**src/tmgpc_pkg.sv**
```systemverilog
// ----------------------------------------------------------------------------
// tmgpc_pkg
// Shared types and constants for the trimmed-mean gas ppm converter.
// ----------------------------------------------------------------------------
package tmgpc_pkg;

  localparam int SAMPLE_W = 12;
  localparam int ZERO_W   = 12;
  localparam int FS_W     = 13;
  localparam int CFG_W    = 13;
  localparam int SUM_W    = 15;
  localparam int TRIM_W   = 13;
  localparam int PPM_W    = 18;
  localparam int PROD_W   = SAMPLE_W + FS_W;      // avg * full scale
  localparam int DIFF_W   = PROD_W + 2;           // signed offset voltage, Q12 mV
  localparam int MAG_W    = PROD_W;
  localparam int SLOPE_W  = 8;
  localparam int NUM_W    = 22;                   // even, two quotient bits per step
  localparam int BURST_W  = 3;

  localparam int NUM_SEG  = 9;

  localparam logic [SAMPLE_W-1:0] ERR_CODE  = 12'd255;
  localparam logic [SAMPLE_W-1:0] CODE_MAX  = 12'd4095;
  localparam logic [16:0]         DIV5_MUL  = 17'd52429;  // 2^18 / 5, rounded up
  localparam int                  DIV5_SHR  = 18;
  localparam logic [PROD_W-1:0]   ZERO_RST  = 25'd700;
  localparam logic [FS_W-1:0]     FS_RST    = 13'd3774;
  localparam logic [BURST_W-1:0]  BURST_LAST = 3'd7;

  localparam int SEG_BOUND_MV [0:NUM_SEG] =
    '{0, 500, 750, 1000, 1150, 1600, 1850, 2100, 2200, 2450};
  localparam int SEG_SLOPE [0:NUM_SEG-1] =
    '{200, 100, 83, 75, 45, 40, 25, 10, 15};

  typedef enum logic {
    REG_ZERO_OFFSET = 1'b0,
    REG_FULL_SCALE  = 1'b1
  } reg_idx_e;

  typedef enum logic [7:0] {
    ST_IDLE  = 8'b0000_0001,
    ST_TRIM  = 8'b0000_0010,
    ST_AVG   = 8'b0000_0100,
    ST_MUL   = 8'b0000_1000,
    ST_OFFS  = 8'b0001_0000,
    ST_NUMER = 8'b0010_0000,
    ST_DIV   = 8'b0100_0000,
    ST_OUT   = 8'b1000_0000
  } state_e;

  typedef struct packed {
    logic seed;
    logic accum;
    logic trim;
    logic avg;
    logic mul;
    logic offs;
    logic div_start;
    logic load_out;
  } cmd_t;

  typedef struct packed {
    logic div_busy;
  } sts_t;

endpackage

```
**src/trimmed_mean_gas_ppm_converter.sv**
```systemverilog
// ----------------------------------------------------------------------------
// trimmed_mean_gas_ppm_converter
// Trimmed-mean ADC averaging with piecewise-linear ppm calibration.
// ----------------------------------------------------------------------------
// Input channel (in_valid_i/in_ready_o) takes one 12-bit sample word per
// handshake. Samples group into bursts of eight; the first word of a burst
// seeds max/min, the other seven are summed. Only the eighth word yields a
// result word on the output channel (out_valid_o/out_ready_i).
// While the non-final samples arrive, in_ready_o stays high. After the
// eighth sample the sequencer runs trim, average, scale, offset, numerator
// and slope divide steps (two quotient bits per divider cycle); in_ready_o
// stays low until the result word is loaded into the output register.
// The result sits in an output register: new samples are taken while it
// waits. If the receiver still stalls when the next result is ready, the
// sequencer holds in its last step until the register frees.
// Reset clears the burst count and state, drops out_valid_o and restores
// zero offset 700 mV and full scale 3774 mV. Configuration writes
// (cfg_we_i) take effect at once and belong between bursts.
// ----------------------------------------------------------------------------
module trimmed_mean_gas_ppm_converter (
  input  logic                                  clk_i,
  input  logic                                  rst_ni,
  input  logic                                  cfg_we_i,
  input  logic                                  cfg_idx_i,
  input  logic [tmgpc_pkg::CFG_W-1:0]           cfg_data_i,
  input  logic                                  in_valid_i,
  output logic                                  in_ready_o,
  input  logic [tmgpc_pkg::SAMPLE_W-1:0]        sample_i,
  output logic                                  out_valid_o,
  input  logic                                  out_ready_i,
  output logic signed [tmgpc_pkg::PPM_W-1:0]    ppm_q8_o,
  output logic [tmgpc_pkg::SAMPLE_W-1:0]        average_code_o,
  output logic                                  sum_error_o
);

  tmgpc_pkg::cmd_t cmd;
  tmgpc_pkg::sts_t sts;

  tmgpc_ctrl u_ctrl (
    .clk_i       (clk_i),
    .rst_ni      (rst_ni),
    .in_valid_i  (in_valid_i),
    .in_ready_o  (in_ready_o),
    .out_valid_o (out_valid_o),
    .out_ready_i (out_ready_i),
    .cmd_o       (cmd),
    .sts_i       (sts)
  );

  tmgpc_dp u_dp (
    .clk_i          (clk_i),
    .rst_ni         (rst_ni),
    .cmd_i          (cmd),
    .sts_o          (sts),
    .cfg_we_i       (cfg_we_i),
    .cfg_idx_i      (cfg_idx_i),
    .cfg_data_i     (cfg_data_i),
    .sample_i       (sample_i),
    .ppm_q8_o       (ppm_q8_o),
    .average_code_o (average_code_o),
    .sum_error_o    (sum_error_o)
  );

endmodule

```
**src/tmgpc_div.sv**
```systemverilog
// ----------------------------------------------------------------------------
// tmgpc_div
// Iterative restoring divider, two quotient bits per cycle.
// ----------------------------------------------------------------------------
module tmgpc_div (
  input  logic                                clk_i,
  input  logic                                rst_ni,
  input  logic                                start_i,
  input  logic [tmgpc_pkg::NUM_W-1:0]         num_i,
  input  logic [tmgpc_pkg::SLOPE_W-1:0]       den_i,
  output logic                                busy_o,
  output logic [tmgpc_pkg::NUM_W-1:0]         quo_o
);

  localparam int NW      = tmgpc_pkg::NUM_W;
  localparam int DW      = tmgpc_pkg::SLOPE_W;
  localparam int STEPS   = NW / 2;
  localparam int CNT_W   = $clog2(STEPS);

  logic             busy_q, busy_d;
  logic [CNT_W-1:0] cnt_q, cnt_d;
  logic [NW-1:0]    num_q, num_d;
  logic [NW-1:0]    quo_q, quo_d;
  logic [DW-1:0]    rem_q, rem_d;
  logic [DW-1:0]    den_q, den_d;

  logic [DW:0]      r1, r2;
  logic [DW-1:0]    rem1;
  logic             q1, q2;

  always_comb begin
    r1   = {rem_q, num_q[NW-1]};
    q1   = (r1 >= {1'b0, den_q});
    rem1 = q1 ? DW'(r1 - {1'b0, den_q}) : r1[DW-1:0];
    r2   = {rem1, num_q[NW-2]};
    q2   = (r2 >= {1'b0, den_q});
  end

  always_comb begin
    busy_d = busy_q;
    cnt_d  = cnt_q;
    num_d  = num_q;
    quo_d  = quo_q;
    rem_d  = rem_q;
    den_d  = den_q;
    if (start_i) begin
      busy_d = 1'b1;
      cnt_d  = CNT_W'(STEPS - 1);
      num_d  = num_i;
      quo_d  = '0;
      rem_d  = '0;
      den_d  = den_i;
    end else if (busy_q) begin
      num_d = {num_q[NW-3:0], 2'b00};
      quo_d = {quo_q[NW-3:0], q1, q2};
      rem_d = q2 ? DW'(r2 - {1'b0, den_q}) : r2[DW-1:0];
      if (cnt_q == '0) begin
        busy_d = 1'b0;
      end else begin
        cnt_d = cnt_q - 1'b1;
      end
    end
  end

  always_ff @(posedge clk_i or negedge rst_ni) begin
    if (!rst_ni) begin
      busy_q <= 1'b0;
      cnt_q  <= '0;
    end else begin
      busy_q <= busy_d;
      cnt_q  <= cnt_d;
    end
  end

  always_ff @(posedge clk_i) begin
    num_q <= num_d;
    quo_q <= quo_d;
    rem_q <= rem_d;
    den_q <= den_d;
  end

  assign busy_o = busy_q;
  assign quo_o  = quo_q;

endmodule

```
**src/tmgpc_dp.sv**
```systemverilog
// ----------------------------------------------------------------------------
// tmgpc_dp
// Datapath: burst max/min/sum, trimmed mean, mV scaling, segment lookup,
// slope divide and output register.
// ----------------------------------------------------------------------------
module tmgpc_dp (
  input  logic                                  clk_i,
  input  logic                                  rst_ni,
  input  tmgpc_pkg::cmd_t                       cmd_i,
  output tmgpc_pkg::sts_t                       sts_o,
  input  logic                                  cfg_we_i,
  input  logic                                  cfg_idx_i,
  input  logic [tmgpc_pkg::CFG_W-1:0]           cfg_data_i,
  input  logic [tmgpc_pkg::SAMPLE_W-1:0]        sample_i,
  output logic signed [tmgpc_pkg::PPM_W-1:0]    ppm_q8_o,
  output logic [tmgpc_pkg::SAMPLE_W-1:0]        average_code_o,
  output logic                                  sum_error_o
);

  localparam int SW = tmgpc_pkg::SAMPLE_W;
  localparam int PW = tmgpc_pkg::PROD_W;
  localparam int XW = tmgpc_pkg::DIFF_W;
  localparam int MW = tmgpc_pkg::MAG_W;
  localparam int NW = tmgpc_pkg::NUM_W;
  localparam int LW = tmgpc_pkg::SLOPE_W;
  localparam int OW = tmgpc_pkg::PPM_W;
  localparam int P5W = tmgpc_pkg::SUM_W + 17;

  // config
  logic [tmgpc_pkg::ZERO_W-1:0] zero_q;
  logic [tmgpc_pkg::FS_W-1:0]   fs_q;

  always_ff @(posedge clk_i or negedge rst_ni) begin
    if (!rst_ni) begin
      zero_q <= tmgpc_pkg::ZERO_RST[tmgpc_pkg::ZERO_W-1:0];
      fs_q   <= tmgpc_pkg::FS_RST;
    end else if (cfg_we_i) begin
      case (cfg_idx_i)
        tmgpc_pkg::REG_ZERO_OFFSET: zero_q <= cfg_data_i[tmgpc_pkg::ZERO_W-1:0];
        tmgpc_pkg::REG_FULL_SCALE:  fs_q   <= cfg_data_i;
        default: ;
      endcase
    end
  end

  // burst state
  logic [SW-1:0]                 max_q, min_q;
  logic [tmgpc_pkg::SUM_W-1:0]   sum_q;

  always_ff @(posedge clk_i or negedge rst_ni) begin
    if (!rst_ni) begin
      max_q <= '0;
      min_q <= '0;
      sum_q <= '0;
    end else if (cmd_i.seed) begin
      max_q <= sample_i;
      min_q <= sample_i;
      sum_q <= '0;
    end else if (cmd_i.accum) begin
      if (sample_i >= max_q) max_q <= sample_i;
      if (sample_i <= min_q) min_q <= sample_i;
      sum_q <= sum_q + tmgpc_pkg::SUM_W'(sample_i);
    end
  end

  // trim and divide by five
  logic [tmgpc_pkg::TRIM_W-1:0] trim;
  logic [tmgpc_pkg::SUM_W-1:0]  diff;
  logic [P5W-1:0]               prod5_q;
  logic                         err_q;

  assign trim = tmgpc_pkg::TRIM_W'(max_q) + tmgpc_pkg::TRIM_W'(min_q);
  assign diff = sum_q - tmgpc_pkg::SUM_W'(trim);

  always_ff @(posedge clk_i) begin
    if (cmd_i.trim) begin
      err_q   <= (sum_q < tmgpc_pkg::SUM_W'(trim));
      prod5_q <= P5W'(diff) * P5W'(tmgpc_pkg::DIV5_MUL);
    end
  end

  logic [tmgpc_pkg::TRIM_W-1:0] q5;
  logic [SW-1:0]                avg_q;

  assign q5 = prod5_q[tmgpc_pkg::DIV5_SHR +: tmgpc_pkg::TRIM_W];

  always_ff @(posedge clk_i) begin
    if (cmd_i.avg) begin
      if (err_q) begin
        avg_q <= tmgpc_pkg::ERR_CODE;
      end else if (q5 > tmgpc_pkg::TRIM_W'(tmgpc_pkg::CODE_MAX)) begin
        avg_q <= tmgpc_pkg::CODE_MAX;
      end else begin
        avg_q <= q5[SW-1:0];
      end
    end
  end

  // scale to mV, Q12
  logic [PW-1:0] prod_q;

  always_ff @(posedge clk_i) begin
    if (cmd_i.mul) begin
      prod_q <= PW'(avg_q) * PW'(fs_q);
    end
  end

  // zero offset and segment lookup
  logic signed [XW-1:0] d;
  logic signed [XW-1:0] d_neg;
  logic [LW-1:0]        slope;

  assign d     = signed'(XW'(prod_q)) - signed'(XW'({zero_q, 12'b0}));
  assign d_neg = -d;

  always_comb begin
    logic found;
    logic signed [XW-1:0] lo, hi;
    found = 1'b0;
    slope = LW'(tmgpc_pkg::SEG_SLOPE[tmgpc_pkg::NUM_SEG-1]);
    for (int i = 0; i < tmgpc_pkg::NUM_SEG; i++) begin
      lo = signed'(XW'(tmgpc_pkg::SEG_BOUND_MV[i] * 4096));
      hi = signed'(XW'(tmgpc_pkg::SEG_BOUND_MV[i+1] * 4096));
      if (!found && (d > lo) && (d < hi)) begin
        slope = LW'(tmgpc_pkg::SEG_SLOPE[i]);
        found = 1'b1;
      end
    end
  end

  logic [MW-1:0] mag_q;
  logic [LW-1:0] slope_q;
  logic          neg_q;

  always_ff @(posedge clk_i) begin
    if (cmd_i.offs) begin
      neg_q   <= d[XW-1];
      mag_q   <= d[XW-1] ? d_neg[MW-1:0] : d[MW-1:0];
      slope_q <= slope;
    end
  end

  // round: (mag + 8*slope) / (16*slope) == ((mag + 8*slope) >> 4) / slope
  logic [MW:0]   rnd;
  logic [NW-1:0] num;

  assign rnd = {1'b0, mag_q} + {(MW + 1 - LW - 3)'(0), slope_q, 3'b000};
  assign num = NW'(rnd[MW:4]);

  logic [NW-1:0] quo;
  logic          div_busy;

  tmgpc_div u_div (
    .clk_i   (clk_i),
    .rst_ni  (rst_ni),
    .start_i (cmd_i.div_start),
    .num_i   (num),
    .den_i   (slope_q),
    .busy_o  (div_busy),
    .quo_o   (quo)
  );

  assign sts_o.div_busy = div_busy;

  // sign, saturate, output register
  logic [NW-1:0]         quo_neg;
  logic signed [OW-1:0]  ppm;

  assign quo_neg = ~quo + 1'b1;

  always_comb begin
    if (!neg_q) begin
      ppm = (quo > NW'(131071)) ? signed'(OW'(131071)) : signed'(quo[OW-1:0]);
    end else begin
      ppm = (quo > NW'(131072)) ? signed'({1'b1, (OW-1)'(0)}) : signed'(quo_neg[OW-1:0]);
    end
  end

  always_ff @(posedge clk_i) begin
    if (cmd_i.load_out) begin
      ppm_q8_o       <= ppm;
      average_code_o <= avg_q;
      sum_error_o    <= err_q;
    end
  end

endmodule

```
**src/tmgpc_ctrl.sv**
```systemverilog
// ----------------------------------------------------------------------------
// tmgpc_ctrl
// Controller: burst counting, conversion sequencing and output handshake.
// ----------------------------------------------------------------------------
module tmgpc_ctrl (
  input  logic            clk_i,
  input  logic            rst_ni,
  input  logic            in_valid_i,
  output logic            in_ready_o,
  output logic            out_valid_o,
  input  logic            out_ready_i,
  output tmgpc_pkg::cmd_t cmd_o,
  input  tmgpc_pkg::sts_t sts_i
);

  tmgpc_pkg::state_e state_q, state_d;
  logic [tmgpc_pkg::BURST_W-1:0] cnt_q, cnt_d;
  logic out_valid_q, out_valid_d;
  logic in_acc;

  assign in_ready_o = (state_q == tmgpc_pkg::ST_IDLE);
  assign in_acc     = in_valid_i && in_ready_o;

  always_comb begin
    state_d     = state_q;
    cnt_d       = cnt_q;
    out_valid_d = out_valid_q;
    cmd_o       = '0;

    if (out_valid_q && out_ready_i) out_valid_d = 1'b0;

    case (state_q)
      tmgpc_pkg::ST_IDLE: begin
        if (in_acc) begin
          cnt_d = cnt_q + 1'b1;
          if (cnt_q == '0) begin
            cmd_o.seed = 1'b1;
          end else begin
            cmd_o.accum = 1'b1;
            if (cnt_q == tmgpc_pkg::BURST_LAST) state_d = tmgpc_pkg::ST_TRIM;
          end
        end
      end
      tmgpc_pkg::ST_TRIM: begin
        cmd_o.trim = 1'b1;
        state_d    = tmgpc_pkg::ST_AVG;
      end
      tmgpc_pkg::ST_AVG: begin
        cmd_o.avg = 1'b1;
        state_d   = tmgpc_pkg::ST_MUL;
      end
      tmgpc_pkg::ST_MUL: begin
        cmd_o.mul = 1'b1;
        state_d   = tmgpc_pkg::ST_OFFS;
      end
      tmgpc_pkg::ST_OFFS: begin
        cmd_o.offs = 1'b1;
        state_d    = tmgpc_pkg::ST_NUMER;
      end
      tmgpc_pkg::ST_NUMER: begin
        cmd_o.div_start = 1'b1;
        state_d         = tmgpc_pkg::ST_DIV;
      end
      tmgpc_pkg::ST_DIV: begin
        if (!sts_i.div_busy) state_d = tmgpc_pkg::ST_OUT;
      end
      tmgpc_pkg::ST_OUT: begin
        if (!out_valid_q || out_ready_i) begin
          cmd_o.load_out = 1'b1;
          out_valid_d    = 1'b1;
          state_d        = tmgpc_pkg::ST_IDLE;
        end
      end
      default: begin
        state_d = tmgpc_pkg::ST_IDLE;
      end
    endcase
  end

  always_ff @(posedge clk_i or negedge rst_ni) begin
    if (!rst_ni) begin
      state_q     <= tmgpc_pkg::ST_IDLE;
      cnt_q       <= '0;
      out_valid_q <= 1'b0;
    end else begin
      state_q     <= state_d;
      cnt_q       <= cnt_d;
      out_valid_q <= out_valid_d;
    end
  end

  assign out_valid_o = out_valid_q;

endmodule

```
**config.mk**
```make
export PLATFORM = sky130hd
export DESIGN_NAME = trimmed_mean_gas_ppm_converter
export DESIGN_NICKNAME = d
export VERILOG_FILES = /design/src/tmgpc_pkg.sv /design/src/trimmed_mean_gas_ppm_converter.sv /design/src/tmgpc_div.sv /design/src/tmgpc_dp.sv /design/src/tmgpc_ctrl.sv
export SDC_FILE = /design/constraint.sdc
export NUM_CORES = 1
export LEC_CHECK = 0
export ABC_AREA = 0
export BUFFER_PORTS_ARGS = -buffer_cell sky130_fd_sc_hd__buf_4
export CORE_ASPECT_RATIO = 1.1
export CORE_MARGIN = 5
export CORE_UTILIZATION = 46
export CTS_CLUSTER_SIZE = 40
export DETAILED_ROUTE_END_ITERATION = 12
export PLACE_DENSITY = 0.63
export SLEW_MARGIN = 20
export SYNTH_ARGS = -nofsm -noshare
export SYNTH_HDL_FRONTEND = slang
export SYNTH_SLANG_ARGS = --single-unit
export TNS_END_PERCENT = 100
```
**constraint.sdc**
```tcl
create_clock -name clk_i -period 9.75 [get_ports clk_i]
set_input_delay 0.975 -clock clk_i [delete_from_list [all_inputs] [get_ports clk_i]]
set_output_delay 0.975 -clock clk_i [all_outputs]
set_load 0.1 [all_outputs]
```
* Yosys cells after proc, flatten, opt, wreduce, memory -nomap -nowiden
Index checks and enable logic that the tools add are counted.
** Word-level totals
- Flip-flop bits (word level) :: 275
- Bits of input ports :: 31
- Output and inout port bits :: 33
- Logic and storage cells :: 193
** Operators by class
- Add/subtract/negate cells :: 11
- $mul :: 2
- Order comparisons :: 26
- Equal/unequal tests :: 15
- Mux-type cells :: 59
- Bitwise logic cells :: 2
- Reduce and logical (&&, ||, !) cells :: 48
** Operators with widths (number)
- 12-bit two-way mux :: 7
- 26-bit by 24-bit > comparator with 1-bit output, second input constant :: 3
- 26-bit by 24-bit less-than comparator with 1-bit output, second input constant :: 3
- 26-bit by 25-bit less-than comparator with 1-bit output, second input constant :: 3
- 8-bit two-way mux :: 8
- 8-bit one-hot mux with 8 select lines :: 1
- 18-bit two-way mux :: 3
- 26-bit by 23-bit > comparator with 1-bit output, second input constant :: 2
- 26-bit by 25-bit > comparator with 1-bit output, second input constant :: 2
- 26-bit by 23-bit less-than comparator with 1-bit output, second input constant :: 2
- 22-bit two-way mux :: 2
- 15-bit by 16-bit multiplier with 31-bit output, second input constant :: 1
- 15-bit two-way mux :: 2
- 25-bit by 11-bit adder with 26-bit output :: 1
- 26-bit by 1-bit > comparator with 1-bit output, second input constant :: 1
- 26-bit by 22-bit > comparator with 1-bit output, second input constant :: 1
- 26-bit by 22-bit less-than comparator with 1-bit output, second input constant :: 1
- 25-bit by 24-bit subtractor with 26-bit output :: 1
- 12-bit by 13-bit multiplier with 25-bit output :: 1
- 25-bit two-way mux :: 1
- 25-bit negator :: 1
- 1-bit two-way mux :: 23
- 22-bit by 17-bit > comparator with 1-bit output, second input constant :: 1
- 22-bit by 18-bit > comparator with 1-bit output, second input constant :: 1
- other kinds (44) :: 91

* Depth between registers and ports, before layout
Gate-level depths: netlist of the first run.
- Depth after elaboration :: 36
- Depth in mapped cells :: 42
- Mapped depth without buffers :: 42

* Cells and area by module
A second synthesis of the first run with hierarchy kept.
** Second synthesis, totals
- Cells, all modules :: 2314
- Area, all modules :: 22985.8 µm²
** By module, submodules not included
- tmgpc_dp :: times used 1, cells each 1940, area each 18910.6 µm², seq. area each 5013.6 µm²
- tmgpc_div :: times used 1, cells each 309, area each 3397.0 µm², seq. area each 1626.6 µm²
- tmgpc_ctrl :: times used 1, cells each 65, area each 678.2 µm², seq. area each 301.5 µm²

* Worst setup path after synthesis of the first run
Ideal clock, no wire load.
- Kind :: reg2reg
- Start :: register u_dp.min_q[0]
- End :: register u_dp.prod5_q[30] (data pin)
- Setup time :: 0.268 ns
- Arrival time :: 9.024 ns
- Path slack :: 0.458 ns
- Cell stages (with the launch flop) :: 39
- Buffers on the path :: 0
- Period minus slack after synthesis :: 9.292 ns
- Path through :: dfrtp_1 -> ha_1 -> fa_1 -> a21o_1 -> a21oi_1 -> o21bai_1 -> a21oi_1 -> o21bai_1 -> a21o_1 -> a21oi_1 -> nor2b_1 -> nor2_1 -> xor2_1 -> ha_1 -> and4_1 -> o31ai_1 -> nand2b_1 -> a211oi_1 -> [... 3 more ...] -> fa_1 -> fa_1 -> inv_1 -> fa_1 -> inv_1 -> fa_1 -> fa_1 -> ha_1 -> o21ai_0 -> a22oi_1 -> a31oi_1 -> a21oi_1 -> o311ai_0 -> a21boi_0 -> o21ai_0 -> nand2b_1 -> o41ai_1 -> xnor3_1
** Between the ends
- Word-level cells in the longest chain between the ends :: 3
** RTL lines
- from (decl) :: RTL line tmgpc_dp.sv:47 : logic [SW-1:0] max_q, min_q;
- from (signal assigned) :: RTL line tmgpc_dp.sv:57 : min_q <= sample_i;
- from (signal assigned) :: RTL line tmgpc_dp.sv:61 : if (sample_i <= min_q) min_q <= sample_i;
- 12-bit by 12-bit adder with 13-bit output :: RTL line tmgpc_dp.sv:72 : assign trim = tmgpc_pkg::TRIM_W'(max_q) + tmgpc_pkg::TRIM_W'(min_q);
- 15-bit by 13-bit subtractor with 15-bit output :: RTL line tmgpc_dp.sv:73 : assign diff = sum_q - tmgpc_pkg::SUM_W'(trim);
- 15-bit by 16-bit multiplier with 31-bit output :: RTL line tmgpc_dp.sv:78 : prod5_q <= P5W'(diff) * P5W'(tmgpc_pkg::DIV5_MUL);
- to (signal assigned) :: RTL line tmgpc_dp.sv:78
- to (decl) :: RTL line tmgpc_dp.sv:69 : logic [P5W-1:0] prod5_q;
No other way between the ends.
A chain may end at the register's enable or synchronous reset.

* Worst setup path in the final report of the first run
- Start :: register u_dp.min_q[0]
- End :: register u_dp.prod5_q[24] (data pin)
Same word-level chain as after synthesis.

==> metrics, run 1 <==
Syn. warnings=0; worst rel slew slack=0.327; DRT Wirelength=between 40,000 and 50,000 um; Met2 Wirelength=about 25,000 um; post-synthesis cell type count=69; Core Region=approximately 0.05 mm^2; Seq/Total Area, Yosys=0.308; CTS Buf Count=29; Die H=about 240 um; Worst EP required=between 10 and 15 ns; FMAX=between 0.1 and 0.15 GHz; asr flop ratio synth=0.319; vias in the first global route=16,655; pin count of the biggest net entering global routing=60; fillers=between 4,000 and 5,000; final antenna-violating net count=0; WL per Instance=15.9 um; global route overflow=0; actual slew at the worst max-slew pin=slightly above 1 ns; Starting Density=0.463; Avg Cell Area, Syn=about 9.8 um^2; clk slew on worst S/H paths=0.06 ns; first-pass GRT wire length=81,200 um; Final Hold Viols=0; critical path's largest stage delay=0.57 ns; Main synth FF type=edfxtp_1; Multi-input gate area=0.0142 mm^2; status=completed; dpl ws=-0.0671 ns; via count=~16,000; Setup crit start kind=register; # IOs=between 60 and 70; initial antenna violation count=2; CTS tree=done; critical path's slowest cell=fa_2; hold_buf cts=0; worst r2r path cells=38; post-synthesis instance total=around 2,300; Seq cells post-synth=around 250; Pins Over Slew Limit=0; Layout Nets=2,838; final cycle utilization of the critical path=0.949; min cycle time layout=9.25 ns; Syn-to-layout area delta=9.85%; Iter 0 DRT Violations=631; GRT Util Overall=0.179; Netlist Area Pre-Place=around 0.023 mm^2; Detailed Routing Iterations Pass 1=5; final clock skew=between 0.02 and 0.025 ns; CP endpoint kind=register; metal3 WL=roughly 1500 um; final count of negative-setup-slack endpoints=0; worst-path fanout max=3; H-Tree Depth=1; layout cells sized above 1=0.0933; commonest non-fill, non-tap cell in the layout=inv_1; Worst-Skew Late Latency=0.57 ns; syn_nets=between 2,000 and 3,000; clk buf depth=3; Clk Tree Root Cell=clkbuf_16; hpwl dp=roughly 38,000 um; Die Wd=~220 um; die area=roughly 0.054 mm^2; clock sinks=approximately 250; max-cap viol count=0; most frequent cells in the layout=inv_1, ha_1, nand2_1, fa_1, edfxtp_1; uppermost layer routed=met5; Post-synth EDFFs=about 140; routed vias/inst=approximately 5.2; FP Rows=85; drt drc=0; final setup margin=0.499 ns; worst hold path type=in2async; CP Class=reg2reg; Sequential Area=between 0.006 and 0.007 mm^2; Met1 Routed Length=~21,000 um; IO Port Bufs=between 60 and 70; Worst Path Arrival=9.57 ns; gpl congestion=between 0.8 and 0.9
-- final timing paths --
kind / startpoint / end / slack [ns]
max: u_dp.min_q[0] / u_dp.prod5_q[24] / 0.50
min: rst_ni / u_dp.max_q[0] / 0.29
max reg2reg: u_dp.min_q[0] / u_dp.prod5_q[24] / 0.50
min reg2reg: u_dp.slope_q[0] / u_dp.u_div.den_q[0] / 0.48
max in group asynchronous: rst_ni / u_dp.u_div.busy_o / 8.31
min in group clk_i: u_dp.slope_q[0] / u_dp.u_div.den_q[0] / 0.48
-- cell families (layout without fill, tap and decap cells) --
logic type	after synthesis	after routing	synth area share
multiplexers	62	62	0.0293
XOR/XNOR	123	123	0.0484
AND/OR/NAND/NOR	657	657	0.142
flip-flops	254	254	0.308
adder cells (fa/ha/maj)	450	450	0.308
buffers and inverters	404	481	0.0672
other	0	1	0
AO/OA/AOI/OAI	353	353	0.0968
-- layer usage --
metal,vias to the layer above,GRT usage
met5,-,0
li1,7852,-
met4,2,0.0560
met1,7763,0.222
met2,212,0.324
met3,90,0.0224
-- worst max-delay path: cells and delay by family, from the launching register on --
kind                     cells  cell delay [ns]
XOR/XNOR                     3             0.40
AO/OA/AOI/OAI               14             2.31
buffers and inverters        5             0.50
adder cells (fa/ha/maj)     10             4.03
flip-flops                   1             0.38
AND/OR/NAND/NOR              6             1.36
-- state kept, by name (all words and copies together), names as in the netlist, 13 cells and up --
| signal | cells |
|---|---|
| u_dp.u_div.quo_o | 22 |
| u_dp.ppm_q8_o | 18 |
| u_dp.u_div.num_q | 22 |
| u_dp.prod_q | 25 |
| u_dp.fs_q | 13 |
| u_dp.mag_q | 22 |
| u_dp.sum_q | 15 |
| u_dp.prod5_q | 13 |
-- through the flow --
step	utilization	area (um^2)	cells	hold slack [ns]	setup TNS [ns]
2_1_floorplan	-	22600	2303	0.433	0
3_3_place_gp	0.489	23800	2976	0.478	0
3_5_place_dp	0.489	23800	2976	0.477	-0.0671
4_1_cts	0.507	24700	3030	0.274	0
5_1_grt	0.509	24800	3032	0.298	-0.00359
6_report	0.509	24800	3033	0.290	0
-- synthesized netlist by cell type, types with 33 or more instances --
master / count / area share
nand2_1: 251 / 0.042
o21ai_0: 132 / 0.029
clkbuf_1: 60 / 0.010
xnor2_1: 80 / 0.031
fa_1: 176 / 0.16
a21oi_1: 76 / 0.017
ha_1: 274 / 0.15
xor2_1: 42 / 0.016
nor2_1: 120 / 0.020
edfxtp_1: 143 / 0.19
nand3_1: 33 / 0.0073
inv_1: 338 / 0.056
dfrtp_1: 65 / 0.072
and2_1: 65 / 0.018
-- what timing repair did --
action | in CTS | in global routing
gates resized for setup | 2 | 14
setup buffers | 0 | 2
cloned | 0 | 0
endpoints found under the setup margin | 1 | 6
pin swaps | 0 | 8
-- layout make-up --
class	count	area share
sequential	254	0.280
tap	652	0.0329
inverter	339	0.0514
timing repair buffer	88	0.0267
antenna	1	0.000101
multi-input combinational	1645	0.573
clock buffer	33	0.0299
clock inverter	21	0.00571
Power of run 1 is not shown: default switching activity piles up to over one toggle a cycle in this logic, so the estimate is an artifact.
==> inputs of run 2 (changes only) <==
--- a/config.mk
+++ b/config.mk
@@ -6,13 +6,14 @@
 export NUM_CORES = 1
 export LEC_CHECK = 0
 export ABC_AREA = 0
-export BUFFER_PORTS_ARGS = -buffer_cell sky130_fd_sc_hd__buf_4
 export CORE_ASPECT_RATIO = 1.1
 export CORE_MARGIN = 5
-export CORE_UTILIZATION = 46
+export CORE_UTILIZATION = 60
 export CTS_CLUSTER_SIZE = 40
 export DETAILED_ROUTE_END_ITERATION = 12
-export PLACE_DENSITY = 0.63
+export DONT_BUFFER_PORTS = 1
+export PLACE_DENSITY = 0.78
+export SKIP_LAST_GASP = 1
 export SLEW_MARGIN = 20
 export SYNTH_ARGS = -nofsm -noshare
 export SYNTH_HDL_FRONTEND = slang
==> metrics, run 2 (synthesis results as in run 1) <==
Sequential Area=between 0.006 and 0.007 mm^2; initial antenna violation count=0; FMAX=about 0.11 GHz; Design Area, Final=0.0242 mm^2; clk slew on worst S/H paths=0.06 ns; gpl congestion=0.907; Pins Over Slew Limit=0; final count of negative-setup-slack endpoints=0; critical path's largest stage delay=about 0.55 ns; cell count after placement=roughly 2,800; status=completed; DRT Wirelength=46,800 um; Final Hold Slack=about 0.10 ns; H-Tree Depth=1; global route overflow=0; Syn-to-layout area delta=7.19%; Worst Path Buf+Inv=4; GRT Util Overall=0.230; commonest non-fill, non-tap cell in the layout=inv_1; max-cap viol count=0; worst hold path type=in2async; Largest delay share family, worst path=adder cells; Die Wd=195 um; CTS Buf Count=28; FP Rows=74; routed vias/inst=5.72; actual slew at the worst max-slew pin=between 1 and 1.5 ns; uppermost layer routed=met4; # diodes=0; Core Region=between 0.03 and 0.04 mm^2; Top reg by flops=u_dp.prod_q; Iter 0 DRT Violations=810; critical path's slowest cell=fa_1; final clock skew=~0.013 ns; Layout Nets=around 2,800; Worst-Skew Late Latency=0.57 ns; CP endpoint kind=register; first-pass GRT wire length=between 80,000 and 90,000 um; Final Non-Filler Cells=2,806; Clk Tree Root Cell=clkbuf_16; clk buf depth=3; Detailed Routing Iterations Pass 1=5; via count=16,038; Worst EP required=approximately 10 ns; Setup crit start kind=register; vias in the first global route=between 15,000 and 20,000; DP Area=between 0.02 and 0.025 mm^2; WL per Instance=roughly 17 um; metal3 WL=~1800 um; Starting Density=0.608; worst-path fanout max=3; hpwl dp=36,500 um; worst rel slew slack=0.289; min cycle time layout=between 9 and 10 ns; Multi-input gate area=0.0142 mm^2; Worst Path Arrival=roughly 9.5 ns; max FFs per register=25; Die H=approximately 210 um; # IOs=64; final antenna-violating net count=0; CP Class=reg2reg; fillers=approximately 2,900; pin count of the biggest net entering global routing=82; Final Hold Viols=0; RR Startpoint=u_dp.max_q[0]; die area=slightly above 0.04 mm^2; r2r endpoint=u_dp.prod5_q[30]; most frequent cells in the layout=inv_1, ha_1, nand2_1, fa_1, edfxtp_1; worst r2r path cells=37; layout cells sized above 1=0.0688; IO Port Bufs=0; CTS tree=done; Met1 Routed Length=around 19,000 um; drt drc=0; worst reg2reg setup slack=0.56 ns; Finished Core Util=0.651; clock sinks=254; final cycle utilization of the critical path=0.943; Met2 Wirelength=24,400 um
-- run 2: per-stage QoR --
stage | TNS, ns | setup slack [ns]
floorplan | 0 | 0.458
CTS | 0 | 0.0209
global placement | 0 | 0.0251
finish | 0 | 0.560
global route | -0.0212 | -0.0212
detailed placement | -0.167 | -0.167
-- run 2: worst max-delay path by stage --
stage | slack (ns) | startpoint | cells past startpoint | to
floorplan | 0.46 | u_dp.min_q[0] | 38 | u_dp.prod5_q[30]
global placement | 0.03 | u_dp.max_q[0] | 38 | u_dp.prod5_q[30]
detailed placement | -0.17 | u_dp.max_q[0] | 38 | u_dp.prod5_q[30]
CTS | 0.02 | u_dp.max_q[0] | 38 | u_dp.prod5_q[30]
global route | -0.02 | u_dp.min_q[0] | 38 | u_dp.prod5_q[30]
finish | 0.56 | u_dp.max_q[0] | 37 | u_dp.prod5_q[30]
-- run 2: per-layer routing --
metal | vias to the layer above | global-route usage
met5 | - | 0
met4 | 0 | 0.0797
met3 | 105 | 0.0283
met2 | 339 | 0.422
met1 | 7873 | 0.282
li1 | 7721 | -
-- run 2: what timing repair did --
item	4_1_cts	5_1_grt
resized for setup	4	13
endpoints found under the setup margin	1	6
pin swaps	0	11
hold buffers	0	0
setup buffers	0	1
-- run 2: layout make-up --
class / count / share of cell area
Clock buffer: 34 / 0.0312
Timing Repair Buffer: 22 / 0.00766
Clock inverter: 18 / 0.00854
Inverter: 339 / 0.0526
Sequential cell: 254 / 0.287
Multi-Input combinational cell: 1645 / 0.587
Tap cell: 494 / 0.0256
Power of run 2 is left out for the same reason.
